## src/design/uhps_pkg.sv

```systemverilog
package uhps_pkg;

  localparam logic [3:0] K_TICK = 4'd0;
  localparam logic [3:0] K_CTRL = 4'd1;
  localparam logic [3:0] K_INTR = 4'd2;
  localparam logic [3:0] K_ENABLE = 4'd3;
  localparam logic [3:0] K_RESET = 4'd4;
  localparam logic [3:0] K_RESUME = 4'd5;
  localparam logic [3:0] K_REJECT = 4'd6;
  localparam logic [3:0] K_SUSPEND = 4'd7;
  localparam logic [3:0] K_UNINST = 4'd8;

  localparam logic [3:0] W_NONE = 4'd0;
  localparam logic [3:0] W_DESC = 4'd1;
  localparam logic [3:0] W_POWER = 4'd2;
  localparam logic [3:0] W_HSTAT = 4'd3;
  localparam logic [3:0] W_OCCLR = 4'd4;
  localparam logic [3:0] W_OTHCLR = 4'd5;
  localparam logic [3:0] W_PSTAT = 4'd6;
  localparam logic [3:0] W_CONNCLR = 4'd7;
  localparam logic [3:0] W_RSTSET = 4'd8;
  localparam logic [3:0] W_RSTPOLL = 4'd9;
  localparam logic [3:0] W_RSTCLR = 4'd10;

  localparam logic [1:0] T_NONE = 2'd0;
  localparam logic [1:0] T_POLL = 2'd1;
  localparam logic [1:0] T_RETRY = 2'd2;

  localparam logic [2:0] A_CTRL = 3'd0;
  localparam logic [2:0] A_POLL = 3'd1;
  localparam logic [2:0] A_NOTICE = 3'd2;
  localparam logic [2:0] A_RDONE = 3'd3;
  localparam logic [2:0] A_RFAIL = 3'd4;

  localparam logic [2:0] CFG_ADDR = 3'd0;
  localparam logic [2:0] CFG_RETRY_LIM = 3'd1;
  localparam logic [2:0] CFG_POLL_LIM = 3'd2;
  localparam logic [2:0] CFG_RETRY_DLY = 3'd3;
  localparam logic [2:0] CFG_REPOLL_DLY = 3'd4;

  localparam logic [7:0] RT_DEV_IN = 8'hA0;
  localparam logic [7:0] RT_DEV_OUT = 8'h20;
  localparam logic [7:0] RT_PORT_IN = 8'hA3;
  localparam logic [7:0] RT_PORT_OUT = 8'h23;
  localparam logic [7:0] RQ_GET_STATUS = 8'd0;
  localparam logic [7:0] RQ_CLEAR = 8'd1;
  localparam logic [7:0] RQ_SET = 8'd3;
  localparam logic [7:0] RQ_GET_DESC = 8'd6;
  localparam logic [7:0] DT_HUB = 8'h29;
  localparam logic [15:0] F_PORT_SUSPEND = 16'd2;
  localparam logic [15:0] F_PORT_RESET = 16'd4;
  localparam logic [15:0] F_PORT_POWER = 16'd8;
  localparam logic [15:0] F_C_CONN = 16'd16;
  localparam logic [15:0] F_C_ENABLE = 16'd17;
  localparam logic [15:0] F_C_SUSPEND = 16'd18;
  localparam logic [15:0] F_C_OC = 16'd19;
  localparam logic [15:0] F_C_RESET = 16'd20;
  localparam logic [15:0] F_C_HUB_LP = 16'd0;
  localparam logic [15:0] F_C_HUB_OC = 16'd1;

  typedef struct packed {
    logic [2:0]  action;
    logic [7:0]  req_type;
    logic [7:0]  request_code;
    logic [15:0] req_value;
    logic [15:0] req_index;
    logic [4:0]  req_length;
    logic [7:0]  notice_port;
    logic        connected;
    logic [1:0]  speed;
  } result_t;

  typedef struct packed {
    logic [3:0] kind;
    logic       xfer_ok;
    logic [4:0] xfer_len;
    logic [7:0] b0;
    logic [7:0] b1;
    logic [7:0] b2;
    logic [7:0] b5;
    logic [7:0] tp;
    logic       busy;
    logic       micro;
  } item_t;

  typedef struct packed {
    logic [3:0]  awaited_step;
    logic        hub_active;
    logic [2:0]  watched_ports;
    logic [7:0]  powered_ports;
    logic [7:0]  power_good_units;
    logic [7:0]  current_port;
    logic        poll_live;
    logic [3:0]  enable_retry_count;
    logic [15:0] tick_countdown;
    logic [1:0]  tick_action;
    logic [7:0]  reset_target;
    logic [7:0]  reset_poll_count;
    logic [6:0]  rejected_ports;
    logic [7:0]  saved_status_low;
    logic [1:0]  last_reset_speed;
    logic        reset_waiting;
  } hub_regs_t;

  typedef struct packed {
    logic [3:0] enable_retry_limit;
    logic [7:0] reset_poll_limit;
    logic [9:0] retry_delay_ms;
    logic [9:0] repoll_delay_ms;
  } cfg_t;

endpackage

```

## src/design/uhps_step.sv

```systemverilog
module uhps_step
  import uhps_pkg::*;
#(
  parameter int unsigned MaxWatchedPorts = 7
) (
  input  item_t      item_i,
  input  hub_regs_t  st_i,
  input  cfg_t       cfg_i,
  output hub_regs_t  st_o,
  output logic [1:0] res_cnt_o,
  output result_t    res0_o,
  output result_t    res1_o
);

  localparam logic [7:0] MaxP = 8'(MaxWatchedPorts);

  hub_regs_t s;
  logic [1:0] n;
  result_t r0, r1;
  result_t rq;
  logic [15:0] dly;
  logic [6:0] bit_m;
  logic [7:0] cnt_inc;
  logic found;

  assign st_o = s;
  assign res_cnt_o = n;
  assign res0_o = r0;
  assign res1_o = r1;

  always_comb begin
    s = st_i;
    n = 2'd0;
    r0 = '0;
    r1 = '0;
    rq = '0;
    dly = 16'd0;
    bit_m = 7'd0;
    cnt_inc = 8'd0;
    found = 1'b0;

    // Helper style: each emit fills the next free slot.
    priority if (item_i.kind == K_ENABLE) begin
      s.hub_active = 1'b1;
      s.enable_retry_count = 4'd0;
      r0 = '{action: A_CTRL, req_type: RT_DEV_IN, request_code: RQ_GET_DESC,
             req_value: {DT_HUB, 8'd0}, req_length: 5'd9, default: '0};
      n = 2'd1;
      s.awaited_step = W_DESC;
    end else if (item_i.kind == K_RESET) begin
      if (!st_i.hub_active) begin
        r0 = '{action: A_RFAIL, notice_port: item_i.tp, default: '0};
        n = 2'd1;
      end else begin
        s.reset_waiting = 1'b1;
        s.reset_target = item_i.tp;
        s.reset_poll_count = 8'd0;
        r0 = '{action: A_CTRL, req_type: RT_PORT_OUT, request_code: RQ_SET,
               req_value: F_PORT_RESET, req_index: {8'd0, item_i.tp}, default: '0};
        n = 2'd1;
        s.awaited_step = W_RSTSET;
      end
    end else if (st_i.hub_active) begin
      unique case (item_i.kind)
        K_TICK: begin
          if (!item_i.micro && st_i.tick_countdown != 16'd0) begin
            s.tick_countdown = st_i.tick_countdown - 16'd1;
            if (s.tick_countdown == 16'd0) begin
              s.tick_action = T_NONE;
              if (st_i.tick_action == T_POLL) begin
                if (item_i.busy) begin
                  s.tick_action = T_POLL;
                  s.tick_countdown = {6'd0, cfg_i.repoll_delay_ms};
                  if (cfg_i.repoll_delay_ms == 10'd0) s.tick_countdown = 16'd1;
                end else if (!st_i.poll_live) begin
                  r0 = '{action: A_POLL, default: '0};
                  n = 2'd1;
                  s.poll_live = 1'b1;
                end
              end else if (st_i.tick_action == T_RETRY) begin
                r0 = '{action: A_CTRL, req_type: RT_DEV_IN, request_code: RQ_GET_DESC,
                       req_value: {DT_HUB, 8'd0}, req_length: 5'd9, default: '0};
                n = 2'd1;
                s.awaited_step = W_DESC;
              end
            end
          end
        end
        K_CTRL: begin
          s.awaited_step = W_NONE;
          unique case (st_i.awaited_step)
            W_DESC, W_POWER: begin
              if (!item_i.xfer_ok || (st_i.awaited_step == W_DESC &&
                  (item_i.xfer_len < 5'd6 || item_i.b1 != DT_HUB || item_i.b2 == 8'd0)))
              begin
                if (st_i.enable_retry_count < cfg_i.enable_retry_limit) begin
                  s.enable_retry_count = st_i.enable_retry_count + 4'd1;
                  s.tick_action = T_RETRY;
                  s.tick_countdown = {6'd0, cfg_i.retry_delay_ms};
                  if (cfg_i.retry_delay_ms == 10'd0) s.tick_countdown = 16'd1;
                end
              end else if (st_i.awaited_step == W_DESC) begin
                s.power_good_units = item_i.b5;
                s.powered_ports = item_i.b2;
                s.watched_ports = (item_i.b2 > MaxP) ? 3'(MaxP) : item_i.b2[2:0];
                s.current_port = 8'd1;
                r0 = '{action: A_CTRL, req_type: RT_PORT_OUT, request_code: RQ_SET,
                       req_value: F_PORT_POWER, req_index: 16'd1, default: '0};
                n = 2'd1;
                s.awaited_step = W_POWER;
              end else if (st_i.current_port >= st_i.powered_ports) begin
                dly = {7'd0, st_i.power_good_units, 1'b0} + 16'd2;
                s.tick_action = T_POLL;
                s.tick_countdown = dly;
              end else begin
                s.current_port = st_i.current_port + 8'd1;
                r0 = '{action: A_CTRL, req_type: RT_PORT_OUT, request_code: RQ_SET,
                       req_value: F_PORT_POWER, req_index: {8'd0, s.current_port},
                       default: '0};
                n = 2'd1;
                s.awaited_step = W_POWER;
              end
            end
            W_HSTAT: begin
              if (item_i.xfer_ok && item_i.b2[1]) begin
                r0 = '{action: A_CTRL, req_type: RT_DEV_OUT, request_code: RQ_CLEAR,
                       req_value: F_C_HUB_OC, default: '0};
                n = 2'd1;
                s.awaited_step = W_OCCLR;
              end else if (item_i.xfer_ok && item_i.b2[0]) begin
                r0 = '{action: A_CTRL, req_type: RT_DEV_OUT, request_code: RQ_CLEAR,
                       req_value: F_C_HUB_LP, default: '0};
                n = 2'd1;
                s.awaited_step = W_OTHCLR;
              end else if (!st_i.poll_live) begin
                r0 = '{action: A_POLL, default: '0};
                n = 2'd1;
                s.poll_live = 1'b1;
              end
            end
            W_OCCLR: begin
              s.enable_retry_count = 4'd0;
              s.current_port = 8'd1;
              r0 = '{action: A_CTRL, req_type: RT_PORT_OUT, request_code: RQ_SET,
                     req_value: F_PORT_POWER, req_index: 16'd1, default: '0};
              n = 2'd1;
              s.awaited_step = W_POWER;
            end
            W_OTHCLR: begin
              if (!st_i.poll_live) begin
                r0 = '{action: A_POLL, default: '0};
                n = 2'd1;
                s.poll_live = 1'b1;
              end
            end
            W_PSTAT: begin
              if (item_i.xfer_ok) s.saved_status_low = item_i.b0;
              rq = '{action: A_CTRL, req_type: RT_PORT_OUT, request_code: RQ_CLEAR,
                     req_index: {8'd0, st_i.current_port}, default: '0};
              if (item_i.xfer_ok && item_i.b2[4:0] != 5'd0) begin
                priority if (item_i.b2[0]) rq.req_value = F_C_CONN;
                else if (item_i.b2[1]) rq.req_value = F_C_ENABLE;
                else if (item_i.b2[2]) rq.req_value = F_C_SUSPEND;
                else if (item_i.b2[3]) rq.req_value = F_C_OC;
                else rq.req_value = F_C_RESET;
                r0 = rq;
                n = 2'd1;
                s.awaited_step = item_i.b2[0] ? W_CONNCLR : W_OTHCLR;
              end else if (!st_i.poll_live) begin
                r0 = '{action: A_POLL, default: '0};
                n = 2'd1;
                s.poll_live = 1'b1;
              end
            end
            W_CONNCLR: begin
              if (st_i.current_port >= 8'd1 && st_i.current_port <= MaxP)
                bit_m = 7'd1 << (st_i.current_port[2:0] - 3'd1);
              if (!item_i.xfer_ok ||
                  (st_i.saved_status_low[0] && (st_i.rejected_ports & bit_m) != 7'd0))
              begin
                if (!st_i.poll_live) begin
                  r0 = '{action: A_POLL, default: '0};
                  n = 2'd1;
                  s.poll_live = 1'b1;
                end
              end else begin
                if (!st_i.saved_status_low[0]) s.rejected_ports = st_i.rejected_ports & ~bit_m;
                r0 = '{action: A_NOTICE, notice_port: st_i.current_port,
                       connected: st_i.saved_status_low[0], default: '0};
                n = 2'd1;
                if (!st_i.saved_status_low[0] && !st_i.poll_live) begin
                  r1 = '{action: A_POLL, default: '0};
                  n = 2'd2;
                  s.poll_live = 1'b1;
                end
              end
            end
            W_RSTSET, W_RSTPOLL: begin
              rq = '{action: A_CTRL, req_type: RT_PORT_IN, request_code: RQ_GET_STATUS,
                     req_index: {8'd0, st_i.reset_target}, req_length: 5'd4,
                     default: '0};
              cnt_inc = st_i.reset_poll_count + 8'd1;
              if (!item_i.xfer_ok) begin
                if (st_i.reset_waiting) begin
                  r0 = '{action: A_RFAIL, notice_port: st_i.reset_target, default: '0};
                  n = 2'd1;
                end
                s.reset_waiting = 1'b0;
              end else if (st_i.awaited_step == W_RSTSET) begin
                r0 = rq;
                n = 2'd1;
                s.awaited_step = W_RSTPOLL;
              end else if (item_i.b2[4]) begin
                priority if (item_i.b1[1]) s.last_reset_speed = 2'd0;
                else if (item_i.b1[2]) s.last_reset_speed = 2'd2;
                else s.last_reset_speed = 2'd1;
                r0 = '{action: A_CTRL, req_type: RT_PORT_OUT, request_code: RQ_CLEAR,
                       req_value: F_C_RESET, req_index: {8'd0, st_i.reset_target},
                       default: '0};
                n = 2'd1;
                s.awaited_step = W_RSTCLR;
              end else begin
                s.reset_poll_count = cnt_inc;
                if (cnt_inc < cfg_i.reset_poll_limit) begin
                  r0 = rq;
                  n = 2'd1;
                  s.awaited_step = W_RSTPOLL;
                end else begin
                  if (st_i.reset_waiting) begin
                    r0 = '{action: A_RFAIL, notice_port: st_i.reset_target,
                           default: '0};
                    n = 2'd1;
                  end
                  s.reset_waiting = 1'b0;
                end
              end
            end
            W_RSTCLR: begin
              if (st_i.reset_waiting) begin
                r0 = '{action: A_RDONE, notice_port: st_i.reset_target,
                       speed: st_i.last_reset_speed, default: '0};
                n = 2'd1;
              end
              s.reset_waiting = 1'b0;
            end
            default: ;
          endcase
        end
        K_INTR: begin
          s.poll_live = 1'b0;
          if (item_i.xfer_ok && item_i.xfer_len != 5'd0 && item_i.b0 != 8'd0 &&
              item_i.b0[0]) begin
            r0 = '{action: A_CTRL, req_type: RT_DEV_IN, request_code: RQ_GET_STATUS,
                   req_length: 5'd4, default: '0};
            n = 2'd1;
            s.awaited_step = W_HSTAT;
          end else begin
            if (item_i.xfer_ok && item_i.xfer_len != 5'd0) begin
              for (int p = 7; p >= 1; p--) begin
                if (item_i.b0[p] && 3'(p) <= st_i.watched_ports) begin
                  found = 1'b1;
                  s.current_port = 8'(p);
                end
              end
            end
            if (found) begin
              r0 = '{action: A_CTRL, req_type: RT_PORT_IN, request_code: RQ_GET_STATUS,
                     req_index: {8'd0, s.current_port}, req_length: 5'd4, default: '0};
              n = 2'd1;
              s.awaited_step = W_PSTAT;
            end else begin
              r0 = '{action: A_POLL, default: '0};
              n = 2'd1;
              s.poll_live = 1'b1;
            end
          end
        end
        K_RESUME: begin
          if (!st_i.poll_live) begin
            r0 = '{action: A_POLL, default: '0};
            n = 2'd1;
            s.poll_live = 1'b1;
          end
        end
        K_REJECT: begin
          if (item_i.tp >= 8'd1 && item_i.tp <= MaxP)
            s.rejected_ports = st_i.rejected_ports | (7'd1 << (item_i.tp[2:0] - 3'd1));
        end
        K_SUSPEND: begin
          r0 = '{action: A_CTRL, req_type: RT_PORT_OUT, request_code: RQ_SET,
                 req_value: F_PORT_SUSPEND, req_index: {8'd0, item_i.tp}, default: '0};
          n = 2'd1;
        end
        K_UNINST: begin
          s = '0;
          s.last_reset_speed = st_i.last_reset_speed;
        end
        default: ;
      endcase
    end
  end

endmodule

```

## src/design/usb_hub_port_service_engine_core.sv

```systemverilog
// Host-side service engine for one USB 2.0 hub. Each accepted event (tick, control or
// interrupt completion, host request) is registered and decided in the following cycle by
// single-pass logic on the hub state registers, which puts its zero, one or two results
// into a three-entry output queue; a new event can be taken in every cycle while the input
// side does not stall. It stalls while more than one result will be left in that queue
// after the current cycle, since the event taken now may add two more in the next one.
// The field "last" marks the final result of an event. Configuration goes through a plain
// write port; the user must write it only while the block is idle, which is not enforced.
module usb_hub_port_service_engine_core
  import uhps_pkg::*;
#(
  parameter int unsigned MAX_WATCHED_PORTS = 7
) (
  input  logic        clk_i,
  input  logic        rst_ni,
  input  logic        cfg_we_i,
  input  logic [2:0]  cfg_index_i,
  input  logic [9:0]  cfg_data_i,
  input  logic        in_valid_i,
  output logic        in_stall_o,
  input  logic [3:0]  kind_i,
  input  logic        xfer_ok_i,
  input  logic [4:0]  xfer_len_i,
  input  logic [7:0]  resp_byte0_i,
  input  logic [7:0]  resp_byte1_i,
  input  logic [7:0]  resp_byte2_i,
  input  logic [7:0]  resp_byte5_i,
  input  logic [7:0]  target_port_i,
  input  logic        enum_busy_i,
  input  logic        micro_tick_i,
  output logic        out_valid_o,
  input  logic        out_stall_i,
  output logic [2:0]  action_o,
  output logic [7:0]  req_type_o,
  output logic [7:0]  request_code_o,
  output logic [15:0] req_value_o,
  output logic [15:0] req_index_o,
  output logic [4:0]  req_length_o,
  output logic [7:0]  notice_port_o,
  output logic        connected_o,
  output logic [1:0]  speed_o,
  output logic        last_o
);

  // Configuration. The hub address is kept but carried by no request.
  logic [6:0] hub_addr_q;
  cfg_t       cfg_q;

  always_ff @(posedge clk_i or negedge rst_ni) begin
    if (!rst_ni) begin
      hub_addr_q <= 7'd0;
      cfg_q <= '{enable_retry_limit: 4'd3, reset_poll_limit: 8'd50,
                 retry_delay_ms: 10'd10, repoll_delay_ms: 10'd2};
    end else if (cfg_we_i) begin
      unique case (cfg_index_i)
        CFG_ADDR:       hub_addr_q <= cfg_data_i[6:0] | (hub_addr_q & 7'd0);
        CFG_RETRY_LIM:  cfg_q.enable_retry_limit <= cfg_data_i[3:0];
        CFG_POLL_LIM:   cfg_q.reset_poll_limit <= cfg_data_i[7:0];
        CFG_RETRY_DLY:  cfg_q.retry_delay_ms <= cfg_data_i;
        CFG_REPOLL_DLY: cfg_q.repoll_delay_ms <= cfg_data_i;
        default: ;
      endcase
    end
  end

  // Input register stage.
  logic  in_v_q;
  item_t in_q;
  logic  in_fire;

  // Output queue of three results with a "last" flag each.
  result_t     fifo_q [3];
  logic        fifo_last_q [3];
  logic [1:0]  rd_q, wr_q;
  logic [1:0]  rd_nx, wr_nx1, wr_nx2;
  logic [1:0]  cnt_q;

  hub_regs_t  st_q, st_d;
  logic [1:0] nres;
  result_t    r0, r1;

  uhps_step #(.MaxWatchedPorts(MAX_WATCHED_PORTS)) u_step (
    .item_i(in_q), .st_i(st_q), .cfg_i(cfg_q),
    .st_o(st_d), .res_cnt_o(nres), .res0_o(r0), .res1_o(r1)
  );

  logic out_fire;
  logic [1:0] push_n;
  assign out_fire = out_valid_o && !out_stall_i;
  assign push_n = in_v_q ? nres : 2'd0;

  // Queue pointers wrap after the third entry.
  assign rd_nx  = (rd_q == 2'd2) ? 2'd0 : rd_q + 2'd1;
  assign wr_nx1 = (wr_q == 2'd2) ? 2'd0 : wr_q + 2'd1;
  assign wr_nx2 = (wr_nx1 == 2'd2) ? 2'd0 : wr_nx1 + 2'd1;

  // The item taken at this edge is decided in the next cycle and may then add two results,
  // so it is taken only while at most one result remains queued after this cycle.
  logic [1:0] cnt_after;
  assign cnt_after = cnt_q - {1'b0, out_fire} + push_n;
  assign in_stall_o = cnt_after > 2'd1;
  assign in_fire = in_valid_i && !in_stall_o;

  always_ff @(posedge clk_i or negedge rst_ni) begin
    if (!rst_ni) begin
      in_v_q <= 1'b0;
    end else begin
      in_v_q <= in_fire;
    end
  end

  always_ff @(posedge clk_i) begin
    if (in_fire) begin
      in_q <= '{kind: kind_i, xfer_ok: xfer_ok_i, xfer_len: xfer_len_i,
                b0: resp_byte0_i, b1: resp_byte1_i, b2: resp_byte2_i, b5: resp_byte5_i,
                tp: target_port_i, busy: enum_busy_i, micro: micro_tick_i};
    end
  end

  always_ff @(posedge clk_i or negedge rst_ni) begin
    if (!rst_ni) begin
      st_q <= '{last_reset_speed: 2'd1, default: '0};
    end else if (in_v_q) begin
      st_q <= st_d;
    end
  end

  always_ff @(posedge clk_i or negedge rst_ni) begin
    if (!rst_ni) begin
      rd_q <= 2'd0;
      wr_q <= 2'd0;
      cnt_q <= 2'd0;
    end else begin
      if (out_fire) rd_q <= rd_nx;
      if (push_n == 2'd1) wr_q <= wr_nx1;
      else if (push_n == 2'd2) wr_q <= wr_nx2;
      cnt_q <= cnt_after;
    end
  end

  always_ff @(posedge clk_i) begin
    if (push_n == 2'd1) begin
      fifo_q[wr_q] <= r0;
      fifo_last_q[wr_q] <= 1'b1;
    end else if (push_n == 2'd2) begin
      fifo_q[wr_q] <= r0;
      fifo_last_q[wr_q] <= 1'b0;
      fifo_q[wr_nx1] <= r1;
      fifo_last_q[wr_nx1] <= 1'b1;
    end
  end

  assign out_valid_o    = cnt_q != 2'd0;
  assign action_o       = fifo_q[rd_q].action;
  assign req_type_o     = fifo_q[rd_q].req_type;
  assign request_code_o = fifo_q[rd_q].request_code;
  assign req_value_o    = fifo_q[rd_q].req_value;
  assign req_index_o    = fifo_q[rd_q].req_index;
  assign req_length_o   = fifo_q[rd_q].req_length;
  assign notice_port_o  = fifo_q[rd_q].notice_port;
  assign connected_o    = fifo_q[rd_q].connected;
  assign speed_o        = fifo_q[rd_q].speed;
  assign last_o         = fifo_last_q[rd_q];

endmodule
```

## config.mk

```make
export PLATFORM = sky130hd
export DESIGN_NAME = usb_hub_port_service_engine_core
export DESIGN_NICKNAME = d
export VERILOG_FILES = /design/src/design/uhps_pkg.sv /design/src/design/uhps_step.sv /design/src/design/usb_hub_port_service_engine_core.sv
export SDC_FILE = /design/constraint.sdc
export NUM_CORES = 1
export LEC_CHECK = 0
export BUFFER_PORTS_ARGS = -buffer_cell sky130_fd_sc_hd__buf_2
export CAP_MARGIN = 15
export CORE_MARGIN = 2
export CORE_UTILIZATION = 65
export DETAILED_ROUTE_END_ITERATION = 8
export GPL_TIMING_DRIVEN = 0
export HOLD_SLACK_MARGIN = 0.1
export PLACE_DENSITY = 0.82
export SETUP_SLACK_MARGIN = 0.3
export SLEW_MARGIN = 40
export SYNTH_ARGS = -nofsm -noshare
export SYNTH_HDL_FRONTEND = slang
export SYNTH_HIERARCHICAL = 1
export SYNTH_SLANG_ARGS = --single-unit
export TNS_END_PERCENT = 1
```

## constraint.sdc

```tcl
create_clock -name clk_i -period 20.5 [get_ports clk_i]
set_input_delay 2.05 -clock clk_i [delete_from_list [all_inputs] [get_ports clk_i]]
set_output_delay 2.05 -clock clk_i [all_outputs]
set_load 0.01 [all_outputs]
```

==> metrics.txt <==
# TYPE chip_impl_metric gauge
chip_impl_info{name="run_status",value="finished clean"} 1
chip_impl_metric{name="fin_skew",unit="ps"} 31.7
chip_impl_metric{name="critical_path_required",unit="ps"} 18450
chip_impl_metric{name="dp_worst_setup_slack",unit="ps"} 13380
chip_impl_metric{name="drt_iter0_markers",unit=""} 1518
chip_impl_metric{name="vias",unit=""} 17324
chip_impl_metric{name="cts.sinks",unit=""} 377
chip_impl_metric{name="transition_time_at_the_pin_with_the_least_slew_margin",unit="ps"} 901
chip_impl_info{name="worst_hold_path_type",value="flop to flop"} 1
chip_impl_metric{name="finalWirelength",unit="um"} 63000
chip_impl_metric{name="final_hold_viols",unit=""} 0
chip_impl_info{name="grt_busiest_layer",value="met2"} 1
chip_impl_metric{name="dp_cells",unit=""} 2668
chip_impl_metric{name="globalRouteMet1Util",unit="%"} 42.0
chip_impl_metric{name="n_antenna_cell",unit=""} 0
chip_impl_metric{name="finish.cell_count_without_fillers",unit=""} 2741
chip_impl_metric{name="drv_cap",unit=""} 0
chip_impl_metric{name="hpwl",unit="um"} 44900
chip_impl_metric{name="ctsHtreeMaxLevel",unit=""} 2
chip_impl_metric{name="globalRouteMet2Util",unit="%"} 61.5
chip_impl_metric{name="grt_start_max_net_pins",unit=""} 65
chip_impl_metric{name="report.final.slew_viol_count",unit=""} 0
chip_impl_info{name="critical_path.cell_chain",value="ha_1 -> and3_1 -> and3_1 -> xor2_1 -> ha_1 -> a21o_1 -> a211oi_1 -> a21bo_2 -> and2_1 -> clkbuf_1 -> o41ai_1 -> and3_1 -> a31oi_1 -> nand2_1 -> nand2_1 -> nand2_1 -> ha_1 -> xnor2_1 -> xnor2_1 -> xor2_1 -> buf_2"} 1
chip_impl_metric{name="post_cts_repair_setup_buffers",unit=""} 0
chip_impl_metric{name="globalplace.congestion",unit=""} 0.994
chip_impl_metric{name="fin_setup_tns",unit="ps"} 0
chip_impl_metric{name="maxClockFrequency",unit="MHz"} 128
chip_impl_metric{name="die_y",unit="um"} 189
chip_impl_metric{name="via_count_of_the_first_global_routing_pass",unit=""} 17426
chip_impl_metric{name="die_x",unit="um"} 189
chip_impl_metric{name="layout_worst_path_cycle_share",unit="%"} 38.2
chip_impl_info{name="cp-start-kind",value="flop"} 1
chip_impl_metric{name="post_synth.cell_area_avg",unit="um^2"} 11.3
chip_impl_metric{name="detail-route-antenna-nets",unit=""} 0
chip_impl_metric{name="grt_antenna_before_repair",unit=""} 0
chip_impl_metric{name="grtUsageMet3",unit="%"} 5.62
chip_impl_info{name="setup.worst_path.class",value="flop to output port"} 1
chip_impl_info{name="most-common-layout-cells",value="sky130_fd_sc_hd__mux2_2 (298), sky130_fd_sc_hd__edfxtp_1 (253), sky130_fd_sc_hd__nand2_1 (182), sky130_fd_sc_hd__buf_2 (166), sky130_fd_sc_hd__o21ai_0 (158)"} 1
chip_impl_metric{name="firstDrtPassIters",unit=""} 7
chip_impl_metric{name="place.port_buffers",unit=""} 139
chip_impl_metric{name="core",unit="um^2"} 33600
chip_impl_metric{name="power.leakage",unit="nW"} 10.6
chip_impl_metric{name="ir_drop",unit="uV"} 80.4
chip_impl_metric{name="ioPinCount",unit=""} 140
chip_impl_metric{name="globalRouteTotalUtil",unit="%"} 35.0
chip_impl_info{name="cts_tree",value="done"} 1
chip_impl_metric{name="grt-ovfl-total",unit=""} 0
chip_impl_metric{name="share_of_final_layout_standard_cells_stronger_than_drive_strength_1",unit="%"} 31.2
chip_impl_metric{name="worst_slack",unit="ps"} 12680
chip_impl_metric{name="slew_headroom",unit="%"} 39.5
chip_impl_metric{name="final_cell_area",unit="um^2"} 25600
chip_impl_metric{name="syn-cell-area",unit="um^2"} 22300
chip_impl_metric{name="period_needed",unit="ps"} 7820
chip_impl_metric{name="pwr_dens",unit="nW/um^2"} 97.0
chip_impl_metric{name="worst_ep_arrival_time",unit="ps"} 5770
chip_impl_metric{name="nets",unit=""} 2366
chip_impl_metric{name="yosys_warnings",unit=""} 6
chip_impl_metric{name="setup_violations",unit=""} 0
chip_impl_info{name="critical_path.endpoint_type",value="output port"} 1
chip_impl_metric{name="die_outline_area",unit="um^2"} 35800
chip_impl_metric{name="clock_latency_on_the_worst_skew_pair",unit="ps"} 560
chip_impl_metric{name="route.detailed.wl_per_inst",unit="um"} 23.0
chip_impl_metric{name="post_cts_resized",unit=""} 0
chip_impl_info{name="unrepaired_setup_endpoints_after_global_routing",value="false"} 1
chip_impl_info{name="clock-root-buffer",value="sky130_fd_sc_hd__clkbuf_16"} 1
chip_impl_metric{name="rows",unit=""} 67
chip_impl_info{name="worst_path_max_delay_cell",value="sky130_fd_sc_hd__clkbuf_1"} 1
chip_impl_metric{name="cts_hold_buf",unit=""} 0
chip_impl_metric{name="netlist_instances",unit=""} 1969
chip_impl_metric{name="cp_max_fo",unit=""} 10
chip_impl_metric{name="route.detailed.vias_per_inst",unit=""} 6.32
chip_impl_metric{name="clk_buf_depth",unit=""} 3
chip_impl_metric{name="area_growth_synth_to_finish",unit="%"} 14.8
chip_impl_metric{name="crit_path_max_incr_delay",unit="ps"} 490
chip_impl_metric{name="numCtsBuffers",unit=""} 40
chip_impl_metric{name="path_clk_slew",unit="ps"} 60
chip_impl_metric{name="start_util",unit="%"} 66.3
chip_impl_info{name="most_common_cell_after_layout_fill_and_taps_aside",value="sky130_fd_sc_hd__mux2_2"} 1
chip_impl_metric{name="placement.cell_area",unit="um^2"} 24300
chip_impl_metric{name="route.detailed.drc",unit=""} 0
chip_impl_metric{name="grt_first_pass_wirelength",unit="um"} 96700
## worst max-delay path, delay by kind of cell (launching register included)
kind,cells,cell delay (ps)
and+or+nand+nor,7,1280
AOI/OAI and AO/OA,5,1210
xor gates and xnor gates,4,960
adders and majority gates,3,710
buffers and inverters,2,670
DFF,1,420
## path summary, 6_finish.rpt
kind | from | to | slack, ps | cells after the start
setup / recovery | st_q[18]$_DFFE_PN0P_ | in_stall_o | 12680 | 21
hold / removal | st_q[38]$_DFFE_PN0P_ | st_q[38]$_DFFE_PN0P_ | 500 | 1
hold reg to reg | st_q[38]$_DFFE_PN0P_ | st_q[38]$_DFFE_PN0P_ | 500 | 1
max in group asynchronous | rst_ni | st_q[1]$_DFFE_PN1P_ | 18340 | 2
min in group asynchronous | rst_ni | cfg_q[9]$_DFFE_PN0P_ | 1410 | 1
setup reg to reg | st_q[18]$_DFFE_PN0P_ | fifo_q[2][20]$_DFFE_PP_ | 14270 | 23
## state kept, by name, summed over array words and instances (netlist names)
name	cells
cfg_q	32
cnt_q	2
fifo_last_q	3
fifo_q	201
in_q	52
in_v_q	1
rd_q	2
st_q	82
wr_q	2
## layout make-up
class / instances / area (um^2)
Clock buffer: 59 / 1140
Sequential cell: 377 / 10700
Multi-Input combinational cell: 1440 / 10700
Buffer: 206 / 1220
Timing Repair Buffer: 159 / 1060
Fill cell: 2207 / 8030
Tap cell: 448 / 561
Clock inverter: 14 / 85.1
Inverter: 38 / 143
## report_power, final
group          total [mW]  internal (mW)  switching (mW)
Clock               0.692          0.389           0.303
Sequential          0.978          0.907          0.0704
Combinational       0.812          0.305           0.507
Total                2.48           1.60           0.881
## layer usage
metal	part of all wire, %	vias up
met5	0	-
met2	50	793
met1	38	8524
met3	7.0	199
li1	-	7808
met4	4.9	0
## per-stage QoR
| stage | util, % | power, mW | hold WS [ps] |
|---|---|---|---|
| 6_report | 76.1 | 2.48 | 503 |
| 5_1_grt | 76.1 | 2.58 | 515 |
| 4_1_cts | 76.1 | 2.47 | 506 |
| 3_5_place_dp | 72.4 | 1.78 | 493 |
| 3_3_place_gp | 71.1 | 1.75 | 483 |
| 2_1_floorplan | - | 1.49 | 463 |
Note: power is estimated with default switching activity, not from simulation.
